File: config.mk
export PLATFORM = sky130hd
export DESIGN_NAME = i2c_register_access_master
export DESIGN_NICKNAME = d
export VERILOG_FILES = /design/src/rtl/core/i2cra_pkg.sv /design/src/rtl/core/i2cra_in_stage.sv /design/src/rtl/core/i2cra_engine.sv /design/src/rtl/core/i2cra_out_stage.sv /design/src/rtl/core/i2c_register_access_master.sv
export SDC_FILE = /design/constraint.sdc
export NUM_CORES = 1
export LEC_CHECK = 0
export BUFFER_PORTS_ARGS = -buffer_cell sky130_fd_sc_hd__buf_2
export CORE_UTILIZATION = 25
export DETAILED_ROUTE_END_ITERATION = 10
export SLEW_MARGIN = 20
export SYNTH_ARGS = -nofsm -noshare
export SYNTH_HDL_FRONTEND = slang
export SYNTH_HIERARCHICAL = 1
export SYNTH_SLANG_ARGS = --single-unit
File: constraint.sdc
create_clock -name i_clk -period 2.7 [get_ports i_clk]
set_clock_uncertainty 0.05 [all_clocks]
set_input_delay 0.135 -clock i_clk [delete_from_list [all_inputs] [get_ports i_clk]]
set_output_delay 0.135 -clock i_clk [all_outputs]
set_load 0.05 [all_outputs]
File: src/rtl/core/i2cra_pkg.sv
// shared types and constants for the i2c register access master
package i2cra_pkg;

    localparam logic [1:0] FUNC_TICK  = 2'd0;
    localparam logic [1:0] FUNC_WRITE = 2'd1;
    localparam logic [1:0] FUNC_READ  = 2'd2;
    localparam logic [1:0] FUNC_PAIR  = 2'd3;

    typedef struct packed {
        logic [1:0] func;
        logic [7:0] reg_addr;
        logic [7:0] write_data;
        logic       sda_in;
    } t_in_item;

    typedef struct packed {
        logic        scl;
        logic        sda;
        logic        busy_res;
        logic        done_res;
        logic [15:0] read_data;
        logic        nack_seen;
    } t_out_item;

endpackage

File: src/rtl/core/i2cra_in_stage.sv
// input holding register between the request channel and the sequencer
module i2cra_in_stage (
    input  logic                i_clk,
    input  logic                i_rst_n,
    input  logic                i_valid,
    output logic                o_ready,
    input  i2cra_pkg::t_in_item i_item,
    input  logic                i_take,
    output logic                o_valid,
    output i2cra_pkg::t_in_item o_item
);

    logic                r_vld;
    i2cra_pkg::t_in_item r_item;

    assign o_ready = !r_vld || i_take;
    assign o_valid = r_vld;
    assign o_item  = r_item;

    always_ff @(posedge i_clk) begin
        if (!i_rst_n) begin
            r_vld <= 1'b0;
        end else if (o_ready) begin
            r_vld <= i_valid;
        end
    end

    always_ff @(posedge i_clk) begin
        if (o_ready && i_valid) begin
            r_item <= i_item;
        end
    end

endmodule

File: src/rtl/core/i2cra_engine.sv
// bus sequencer: one half-bit slot per step, drives scl/sda and collects read bytes
module i2cra_engine (
    input  logic                 i_clk,
    input  logic                 i_rst_n,
    input  logic                 i_cfg_we,
    input  logic [7:0]           i_cfg_wdata,
    input  logic                 i_fire,
    input  i2cra_pkg::t_in_item  i_item,
    output i2cra_pkg::t_out_item o_res
);

    typedef enum logic [3:0] {
        PH_IDLE    = 4'd0,
        PH_START_A = 4'd1,
        PH_START_B = 4'd2,
        PH_TX      = 4'd3,
        PH_TXACK_L = 4'd4,
        PH_TXACK_H = 4'd5,
        PH_RS_A    = 4'd6,
        PH_RS_B    = 4'd7,
        PH_RS_C    = 4'd8,
        PH_RX      = 4'd9,
        PH_NAK_L   = 4'd10,
        PH_NAK_H   = 4'd11,
        PH_STOP_A  = 4'd12,
        PH_STOP_B  = 4'd13,
        PH_STOP_C  = 4'd14
    } t_phase;

    logic [7:0] r_dev;
    t_phase     r_ph,   n_ph;
    logic [1:0] r_idx,  n_idx;
    logic       r_pass, n_pass;
    logic [3:0] r_bits, n_bits;
    logic [7:0] r_shift, n_shift;
    logic [7:0] r_high, n_high;
    logic [7:0] r_low,  n_low;
    logic [1:0] r_req,  n_req;
    logic [7:0] r_addr, n_addr;
    logic [7:0] r_data, n_data;
    logic       r_nack, n_nack;
    logic       r_scl,  n_scl;
    logic       r_sda,  n_sda;

    t_phase     w_ph;
    logic       w_busy;
    logic       w_done;
    logic [15:0] w_rdata;
    logic       w_nseen;

    // byte index 0 device write address, 1 register address, 2 data or read address
    function automatic logic [7:0] byte_to_send(input logic [1:0] idx, input logic pass,
                                                input logic [1:0] req, input logic [7:0] addr,
                                                input logic [7:0] data, input logic [7:0] dev);
        logic [7:0] b;
        if (idx == 2'd0) begin
            b = dev;
        end else if (idx == 2'd1) begin
            b = addr + {7'd0, pass};
        end else if (req == i2cra_pkg::FUNC_WRITE) begin
            b = data;
        end else begin
            b = dev + 8'd1;
        end
        return b;
    endfunction

    always_comb begin
        n_ph    = r_ph;
        n_idx   = r_idx;
        n_pass  = r_pass;
        n_bits  = r_bits;
        n_shift = r_shift;
        n_high  = r_high;
        n_low   = r_low;
        n_req   = r_req;
        n_addr  = r_addr;
        n_data  = r_data;
        n_nack  = r_nack;
        n_scl   = r_scl;
        n_sda   = r_sda;
        w_ph    = r_ph;
        w_done  = 1'b0;
        w_rdata = 16'd0;
        w_nseen = 1'b0;

        if (r_ph == PH_IDLE && i_item.func != i2cra_pkg::FUNC_TICK) begin
            n_req  = i_item.func;
            n_addr = i_item.reg_addr;
            n_data = i_item.write_data;
            n_nack = 1'b0;
            w_ph   = PH_START_A;
            n_idx  = 2'd0;
            n_pass = 1'b0;
        end
        w_busy = (w_ph != PH_IDLE);
        n_ph   = w_ph;

        case (w_ph)
            PH_START_A: begin
                n_scl = 1'b1; n_sda = 1'b1; n_ph = PH_START_B;
            end
            PH_START_B: begin
                n_scl   = 1'b1; n_sda = 1'b0;
                n_idx   = 2'd0;
                n_shift = byte_to_send(2'd0, r_pass, r_req, r_addr, r_data, r_dev);
                n_bits  = 4'd0;
                n_ph    = PH_TX;
            end
            PH_TX: begin
                n_sda = r_shift[7];
                n_scl = r_bits[0];
                if (r_bits[0]) begin
                    n_shift = {r_shift[6:0], 1'b0};
                end
                if (r_bits == 4'd15) begin
                    n_bits = 4'd0;
                    n_ph   = PH_TXACK_L;
                end else begin
                    n_bits = r_bits + 4'd1;
                end
            end
            PH_TXACK_L: begin
                n_scl = 1'b0; n_sda = 1'b1; n_ph = PH_TXACK_H;
            end
            PH_TXACK_H: begin
                n_scl  = 1'b1; n_sda = 1'b1;
                if (i_item.sda_in) begin
                    n_nack = 1'b1;
                end
                n_bits = 4'd0;
                if (r_req == i2cra_pkg::FUNC_WRITE) begin
                    if (r_idx < 2'd2) begin
                        n_idx   = r_idx + 2'd1;
                        n_shift = byte_to_send(r_idx + 2'd1, r_pass, r_req, r_addr,
                                               r_data, r_dev);
                        n_ph    = PH_TX;
                    end else begin
                        n_ph = PH_STOP_A;
                    end
                end else if (r_idx == 2'd0) begin
                    n_idx   = 2'd1;
                    n_shift = byte_to_send(2'd1, r_pass, r_req, r_addr, r_data, r_dev);
                    n_ph    = PH_TX;
                end else if (r_idx == 2'd1) begin
                    n_ph = PH_RS_A;
                end else begin
                    n_shift = 8'd0;
                    n_ph    = PH_RX;
                end
            end
            PH_RS_A: begin
                n_scl = 1'b0; n_sda = 1'b1; n_ph = PH_RS_B;
            end
            PH_RS_B: begin
                n_scl = 1'b1; n_sda = 1'b1; n_ph = PH_RS_C;
            end
            PH_RS_C: begin
                n_scl   = 1'b1; n_sda = 1'b0;
                n_idx   = 2'd2;
                n_shift = byte_to_send(2'd2, r_pass, r_req, r_addr, r_data, r_dev);
                n_bits  = 4'd0;
                n_ph    = PH_TX;
            end
            PH_RX: begin
                n_sda = 1'b1;
                n_scl = r_bits[0];
                if (r_bits[0]) begin
                    n_shift = {r_shift[6:0], i_item.sda_in};
                end
                if (r_bits == 4'd15) begin
                    n_bits = 4'd0;
                    if (r_pass) begin
                        n_low = n_shift;
                    end else begin
                        n_high = n_shift;
                    end
                    n_ph = PH_NAK_L;
                end else begin
                    n_bits = r_bits + 4'd1;
                end
            end
            PH_NAK_L: begin
                n_scl = 1'b0; n_sda = 1'b1; n_ph = PH_NAK_H;
            end
            PH_NAK_H: begin
                n_scl = 1'b1; n_sda = 1'b1; n_ph = PH_STOP_A;
            end
            PH_STOP_A: begin
                n_scl = 1'b0; n_sda = 1'b0; n_ph = PH_STOP_B;
            end
            PH_STOP_B: begin
                n_scl = 1'b1; n_sda = 1'b0; n_ph = PH_STOP_C;
            end
            PH_STOP_C: begin
                n_scl = 1'b1; n_sda = 1'b1;
                // first half of a pair read goes straight into the second start
                if (r_req == i2cra_pkg::FUNC_PAIR && !r_pass) begin
                    n_pass = 1'b1; n_idx = 2'd0; n_ph = PH_START_A;
                end else begin
                    w_done  = 1'b1;
                    w_nseen = r_nack;
                    if (r_req == i2cra_pkg::FUNC_READ) begin
                        w_rdata = {8'd0, r_high};
                    end else if (r_req == i2cra_pkg::FUNC_PAIR) begin
                        w_rdata = {r_high, r_low};
                    end
                    n_pass = 1'b0; n_idx = 2'd0; n_ph = PH_IDLE;
                end
            end
            default: begin
                n_ph = PH_IDLE; n_idx = 2'd0; n_pass = 1'b0;
            end
        endcase
    end

    assign o_res.scl       = n_scl;
    assign o_res.sda       = n_sda;
    assign o_res.busy_res  = w_busy;
    assign o_res.done_res  = w_done;
    assign o_res.read_data = w_rdata;
    assign o_res.nack_seen = w_nseen;

    always_ff @(posedge i_clk) begin
        if (!i_rst_n) begin
            r_dev   <= 8'd0;
            r_ph    <= PH_IDLE;
            r_idx   <= 2'd0;
            r_pass  <= 1'b0;
            r_bits  <= 4'd0;
            r_shift <= 8'd0;
            r_high  <= 8'd0;
            r_low   <= 8'd0;
            r_req   <= 2'd0;
            r_addr  <= 8'd0;
            r_data  <= 8'd0;
            r_nack  <= 1'b0;
            r_scl   <= 1'b1;
            r_sda   <= 1'b1;
        end else begin
            if (i_cfg_we) begin
                r_dev <= i_cfg_wdata;
            end
            if (i_fire) begin
                r_ph    <= n_ph;
                r_idx   <= n_idx;
                r_pass  <= n_pass;
                r_bits  <= n_bits;
                r_shift <= n_shift;
                r_high  <= n_high;
                r_low   <= n_low;
                r_req   <= n_req;
                r_addr  <= n_addr;
                r_data  <= n_data;
                r_nack  <= n_nack;
                r_scl   <= n_scl;
                r_sda   <= n_sda;
            end
        end
    end

endmodule

File: src/rtl/core/i2cra_out_stage.sv
// result register in front of the result channel
module i2cra_out_stage (
    input  logic                 i_clk,
    input  logic                 i_rst_n,
    input  logic                 i_load,
    input  i2cra_pkg::t_out_item i_res,
    output logic                 o_free,
    output logic                 o_valid,
    input  logic                 i_ready,
    output i2cra_pkg::t_out_item o_item
);

    logic                 r_vld;
    i2cra_pkg::t_out_item r_item;

    assign o_free  = !r_vld || i_ready;
    assign o_valid = r_vld;
    assign o_item  = r_item;

    always_ff @(posedge i_clk) begin
        if (!i_rst_n) begin
            r_vld <= 1'b0;
        end else if (o_free) begin
            r_vld <= i_load;
        end
    end

    always_ff @(posedge i_clk) begin
        if (i_load) begin
            r_item <= i_res;
        end
    end

endmodule

File: src/rtl/core/i2c_register_access_master.sv
// top level of the i2c register access master
//
//  channel   direction  handshake                 payload
//  in        input      i_in_valid / o_in_ready   i_in_data  (t_in_item, one slot)
//  out       output     o_out_valid / i_out_ready o_out_data (t_out_item, one slot)
//  cfg       input      i_cfg_we                  i_cfg_wdata (device write address)
//
// one slot in, one slot out, one per cycle sustained while the output is not stalled
// path: input register, then sequencer step into the result register
// the sequencer state advances only when a slot moves from the input register
// into the result register; a stalled output holds both stages
// synchronous active-low reset releases both lines and returns the sequencer to idle
module i2c_register_access_master (
    input  logic                 i_clk,
    input  logic                 i_rst_n,
    input  logic                 i_cfg_we,
    input  logic [7:0]           i_cfg_wdata,
    input  logic                 i_in_valid,
    output logic                 o_in_ready,
    input  i2cra_pkg::t_in_item  i_in_data,
    output logic                 o_out_valid,
    input  logic                 i_out_ready,
    output i2cra_pkg::t_out_item o_out_data
);

    logic                 w_in_vld;
    i2cra_pkg::t_in_item  w_in_item;
    logic                 w_out_free;
    logic                 w_fire;
    i2cra_pkg::t_out_item w_res;

    assign w_fire = w_in_vld && w_out_free;

    i2cra_in_stage u_in (
        .i_clk   (i_clk),
        .i_rst_n (i_rst_n),
        .i_valid (i_in_valid),
        .o_ready (o_in_ready),
        .i_item  (i_in_data),
        .i_take  (w_fire),
        .o_valid (w_in_vld),
        .o_item  (w_in_item)
    );

    i2cra_engine u_engine (
        .i_clk       (i_clk),
        .i_rst_n     (i_rst_n),
        .i_cfg_we    (i_cfg_we),
        .i_cfg_wdata (i_cfg_wdata),
        .i_fire      (w_fire),
        .i_item      (w_in_item),
        .o_res       (w_res)
    );

    i2cra_out_stage u_out (
        .i_clk   (i_clk),
        .i_rst_n (i_rst_n),
        .i_load  (w_fire),
        .i_res   (w_res),
        .o_free  (w_out_free),
        .o_valid (o_out_valid),
        .i_ready (i_out_ready),
        .o_item  (o_out_data)
    );

`ifndef SYNTHESIS
    // every step taken lands in the result register
    a_fire_lands: assert property (@(posedge i_clk) disable iff (!i_rst_n)
        w_fire |=> o_out_valid)
        else $error("sequencer step lost before the result register");

    // a finished transaction is still reported busy in its last slot
    a_done_busy: assert property (@(posedge i_clk) disable iff (!i_rst_n)
        o_out_valid && o_out_data.done_res |-> o_out_data.busy_res)
        else $error("done without busy");

    // read data and nack only show in the final slot
    a_quiet_fields: assert property (@(posedge i_clk) disable iff (!i_rst_n)
        o_out_valid && !o_out_data.done_res |->
            (o_out_data.read_data == 16'd0) && !o_out_data.nack_seen)
        else $error("result fields set outside the final slot");
`endif

endmodule
Word level (Yosys, flattened, before mapping)
Index checks and enable logic that the tools add are counted.
- flip-flop bits (word level): 106
- input bits: 32
- output and inout bits: 23
- word-level logic and storage cells: 129
- add/sub/neg operators: 4
- $lt $le $gt $ge: 1
- equal/unequal tests: 24
- mux-type cells: 37
- bitwise logic cells: 3
- reductions and logical operators: 33
- operator list (operator ; count):
    8-bit 2-to-1 mux ; 11
    4-bit one-hot mux with 13 select lines ; 1
    8-bit one-hot mux with 5 select lines ; 1
    4-bit == test (second input constant) ; 8
    4-bit 2-to-1 mux ; 8
    4-bit by 3-bit == test with 1-bit output (second input constant) ; 4
    13-bit OR reduction ; 1
    4-bit OR reduction ; 3
    10-bit OR reduction ; 1
    9-bit OR reduction ; 1
    8-bit by 1-bit adder with 8-bit output ; 1
    8-bit by 1-bit adder with 8-bit output (second input constant) ; 1
    4-bit by 2-bit == test with 1-bit output (second input constant) ; 2
    2-bit 2-to-1 mux ; 4
    4-bit one-hot mux with 2 select lines ; 1
    4-bit AND reduction ; 2
    8-bit OR reduction ; 1
    1-bit 2-to-1 mux ; 7
    2-bit by 1-bit == test with 1-bit output (second input constant) ; 3
    1-bit one-hot mux with 3 select lines ; 2
    2-bit one-hot mux with 3 select lines ; 1
    2-bit AND reduction ; 3
    2-bit OR reduction ; 3
    5-bit AND reduction ; 1
    19 further kinds ; 31

Longest topological paths before layout
- depth after elaboration: 7
- mapped depth: 9
- depth with buffers taken out: 7

Hierarchy
The synthesis kept the hierarchy.
- by module, submodules not included (module ; instances ; cells each ; area an instance (um^2) ; sequential area each (um^2)):
    i2cra_engine ; 1 ; 533 ; 4120.2 ; 1281.2
    i2cra_out_stage ; 1 ; 25 ; 679.4 ; 650.6
    i2cra_in_stage ; 1 ; 24 ; 628.1 ; 590.6
    i2c_register_access_master ; 1 ; 1 ; 6.3 ; 0.0

Least setup slack after synthesis
OpenSTA, ideal clock, no wires.
- path kind: register to register
- start point: register u_out.r_vld (netlist: u_out/o_valid)
- end point: register u_engine.r_high[5]
- library setup time: 0.086 ns
- arrival time: 2.488 ns
- data required time: 2.564 ns
- path slack: 0.076 ns
- cell stages (with the launch flop): 8
- buffers on the path: 1
- period minus slack after synthesis: 2.624 ns
- cell sequence: dfxtp_1 > nand2b_4 > and2_1 > inv_1 > nor4_4 > buf_2 > nor2_1 > a211oi_1
- word-level cells in the longest chain between the ends: 4
- ends and longest elaborated chain (element ; line ; source):
    start, declared ; i2cra_out_stage.sv:13 ; logic r_vld;
    start signal, assigned ; i2cra_out_stage.sv:24 ; r_vld <= i_load;
    1-bit logical NOT ; i2cra_out_stage.sv:16 ; assign o_free = !r_vld || i_ready;
    1-bit logical OR ; i2cra_out_stage.sv:16 ;
    via w_out_free ; i2c_register_access_master.sv:28 ; logic w_out_free;
    1-bit logical AND ; i2c_register_access_master.sv:32 ; assign w_fire = w_in_vld && w_out_free;
    via w_fire ; i2c_register_access_master.sv:29 ; logic w_fire;
    4-bit AND reduction (no source line) ; n/a ;
    end signal, assigned ; i2cra_engine.sv:250 ; r_high <= n_high;
    end, declared ; i2cra_engine.sv:36 ; logic [7:0] r_high, n_high;
The timed path passes the listed nets, and every way through them passes these cells.
A chain may end at the register's enable or synchronous reset.

Final worst setup path
- start point: input port i_out_ready
- end point: register u_engine.r_shift[5]
- word-level cells in the longest chain between the ends: 3
- ends and longest elaborated chain (element ; line ; source):
    start, declared ; i2c_register_access_master.sv:22 ; input logic i_out_ready,
    1-bit logical OR ; i2cra_out_stage.sv:16 ;
    via w_out_free ; i2c_register_access_master.sv:28 ;
    1-bit logical AND ; i2c_register_access_master.sv:32 ;
    via w_fire ; i2c_register_access_master.sv:29 ;
    5-bit AND reduction (no source line) ; n/a ;
    end signal, assigned ; i2cra_engine.sv:249 ; r_shift <= n_shift;
    end, declared ; i2cra_engine.sv:35 ; logic [7:0] r_shift, n_shift;
The timed path passes the listed nets, and every way through them passes these cells.

==> impl_metrics.ini <==
[outcome]
status = completed

[setup_path]
cp.arrival_ps = 2560
r2r-start = u_engine/r_ph[1]$_SDFFE_PN0P_
rrSetupSlack_ps = 410
setup.worst_path.end_class = flop
cp.required_ps = 2900
worstSetupPathType = in -> reg
crit_chain = dlygate4sd3_1, buf_2, nand2b_4, and2_1, inv_1, o32ai_2, nand4_1, o31a_1
worst_r2r_endpoint = u_engine/r_shift[5]$_SDFFE_PN0P_
start_kind = input pin
cp_max_fo = 16
slowest_stage = o32ai_2
reg2reg_depth = 6
cpPeakStageDelay_ps = 850

[place]
placedCellCount = 886
placed_area_mm2 = 0.00596
dp_hpwl_mm = 9.58
placement.io_buffers = 54
place_congestion = 0.846
dpl_worst_slack_ps = 460

[floorplanning]
initial_utilization_pct = 25.7
ioPinCount = 55
die_width_um = 149
core_mm2 = 0.0212
row_count = 53
die_y_um = 149
die-area_mm2 = 0.0223

[route]
drt_iter0_drc = 394
antenna_left = 0
wl_mm = 13.5
vias = 4478
drc = 0
drt_first_pass_iters = 5
via_per_inst = 4.81
wl_per_cell_um = 14.5

[timing]
slew_headroom_pct = 35.5
fin_crit_sh_pct = 87.6
tightestPinTransition_ps = 967
setup_viol = 0
rsz0062_at_grt = no
fmax_ghz = 0.423
final_max_slew_viol_count = 0
postLayoutSetupSlackWorst_ps = 335
tns_ps = 0
finalHoldViolCount = 0
period_needed_ps = 2360

[finish]
layout.cells.non_filler = 931
syn2layout_area_growth_pct = 20.6
sequential_cell_area_mm2 = 0.00252
multi_input_area_mm2 = 0.00263
antenna_cells = 0
design_area_mm2 = 0.00655
final_layout_size_suffix_gt1_share_pct = 17.1
final_common_cell = dfxtp_1
fin_nets = 687
n_fill_cell = 2208
final_cell_mix = 66 x dfxtp_1, 64 x nand2_1, 55 x nor2_1

[synthesis]
syn_area_per_cell_um2 = 9.32
ys_seq_elements = 106
syn_nets = 619
ys_types = 73
synth_edf_count = 40
seq_area_frac_synth_pct = 46.4
yosys_warnings = 6
async_flop_share_pct = 0
synth_ff_type = dfxtp_1
synth_area_mm2 = 0.00543
netlist_instances = 583

[power_and_ir_drop]
power_density_mw_per_mm2 = 534
total_power_mw = 3.50
irDropWorstVdd_v = 0.000301
power.leakage_nw = 2.29

[clock_tree]
clkLatencyLatePin_ps = 360
clockRootBuffer = clkbuf_16
clock-sinks = 106
path_clk_slew_ps = 80
cts_buffers = 9
htree_levels = 3
cts.path.max_buffers = 2
cts_tree = done

[run]
max_cap_viol_count = 0

[global_route]
grt.total_usage_pct = 12.5
grt_pass1_wl_mm = 21.7
grt_max_degree = 39
grt_pass1_vias = 4073
antenna_found_initial = 0
gr-total-overflow = 0

[min_path]
whs_path_depth = 2
hold_class = in -> reg
whs_endpoint = u_engine/r_scl$_SDFFE_PN1P_
min-delay-start = i_rst_n
worst max-delay path, delay by kind of cell:
family / cells / cell delay, ps
compound gates: 2 / 1190
buf+inv: 3 / 720
simple gates: 3 / 520
sequential cells by signal, summed over array words and instances (netlist names), 2 cells and up:
signal            cells
u_engine/r_bits       4
u_engine/r_shift      8
u_engine/r_idx        2
u_engine/r_low        8
u_engine/r_addr       8
u_in/o_item          19
u_engine/r_dev        8
u_engine/r_high       8
u_out/o_item         21
u_engine/r_req        2
u_engine/r_data       8
u_engine/r_ph         4
how the worst max path moves through the flow:
stage                                       start  depth (start not counted)                          endpoint  slack [ps]
floorplan              u_out/o_valid$_SDFFE_PN0P_                          7   u_engine/r_high[5]$_SDFFE_PN0P_          80
global placement    u_engine/r_ph[1]$_SDFFE_PN0P_                          6  u_engine/r_shift[5]$_SDFFE_PN0P_         500
detailed placement  u_engine/r_ph[1]$_SDFFE_PN0P_                          6  u_engine/r_shift[5]$_SDFFE_PN0P_         460
CTS                                   i_out_ready                          8  u_engine/r_shift[5]$_SDFFE_PN0P_         370
global route                          i_out_ready                          8  u_engine/r_shift[0]$_SDFFE_PN0P_         100
finish                                i_out_ready                          8  u_engine/r_shift[5]$_SDFFE_PN0P_         340
report_power, final:
| part | leakage (nW) | switching, mW | internal, mW |
|---|---|---|---|
| clock | 0.148 | 0.619 | 0.696 |
| sequential | 0.903 | 0.0532 | 1.73 |
| combinational | 1.24 | 0.251 | 0.148 |
logic make-up after synthesis:
family / count (synthesis) / share of synthesized area (%)
and+or+nand+nor: 213 / 20.3
adders and majority gates: 4 / 0.921
buffers and inverters: 57 / 5.23
DFF: 106 / 46.4
xor gates and xnor gates: 13 / 2.23
muxes: 31 / 5.78
AOI/OAI and AO/OA: 159 / 19.1
Yosys cell counts, drive strengths merged, types with 5 or more instances:
master  number  area (µm²)
a21o         5        37.5
nand4        6        37.5
mux2i       28         280
nor2b        7        43.8
clkbuf      16        60.1
inv          9        33.8
a211oi      21         158
dfxtp       66        1320
a221oi       5        43.8
o21ai       31         155
buf         32         190
a31oi        6        37.5
nand2       64         240
xor2        11         104
and2        12        77.6
a21oi       52         264
nand2b       9        71.3
edfxtp      40        1200
and3        10        62.6
nand3       19        95.1
nor3         8        40.0
nor2        55         206
final cells by class:
cell class | instances | area share, %
multi-input combinational | 420 | 40.1
clock inverter | 5 | 0.668
clock buffer | 11 | 3.88
inverter | 9 | 0.516
timing repair buffer | 105 | 11.1
tap | 275 | 5.25
sequential | 106 | 38.5
layer usage:
metal | wire length [µm] | part of all wire [%] | track usage [%]
met3 | 937 | 6.9 | 2.99
met2 | 5850 | 43 | 18.6
met1 | 6570 | 49 | 17.7
met4 | 155 | 1.1 | 3.37
met5 | 0 | 0 | 0
through the flow:
step | util [%] | hold WS [ps]
4_1_cts | 31.0 | 109
2_1_floorplan | - | 184
6_report | 31.0 | 126
5_1_grt | 31.0 | 144
3_5_place_dp | 28.2 | 263
3_3_place_gp | 28.2 | 264
repair_timing:
| action | 4_1_cts | 5_1_grt |
|---|---|---|
| hold buffers | 29 | 0 |
| hold endpoints to repair | 29 | 0 |
| setup buffers | 0 | 0 |
| gates resized for setup | 0 | 0 |
(Power assumes the default switching activity.)
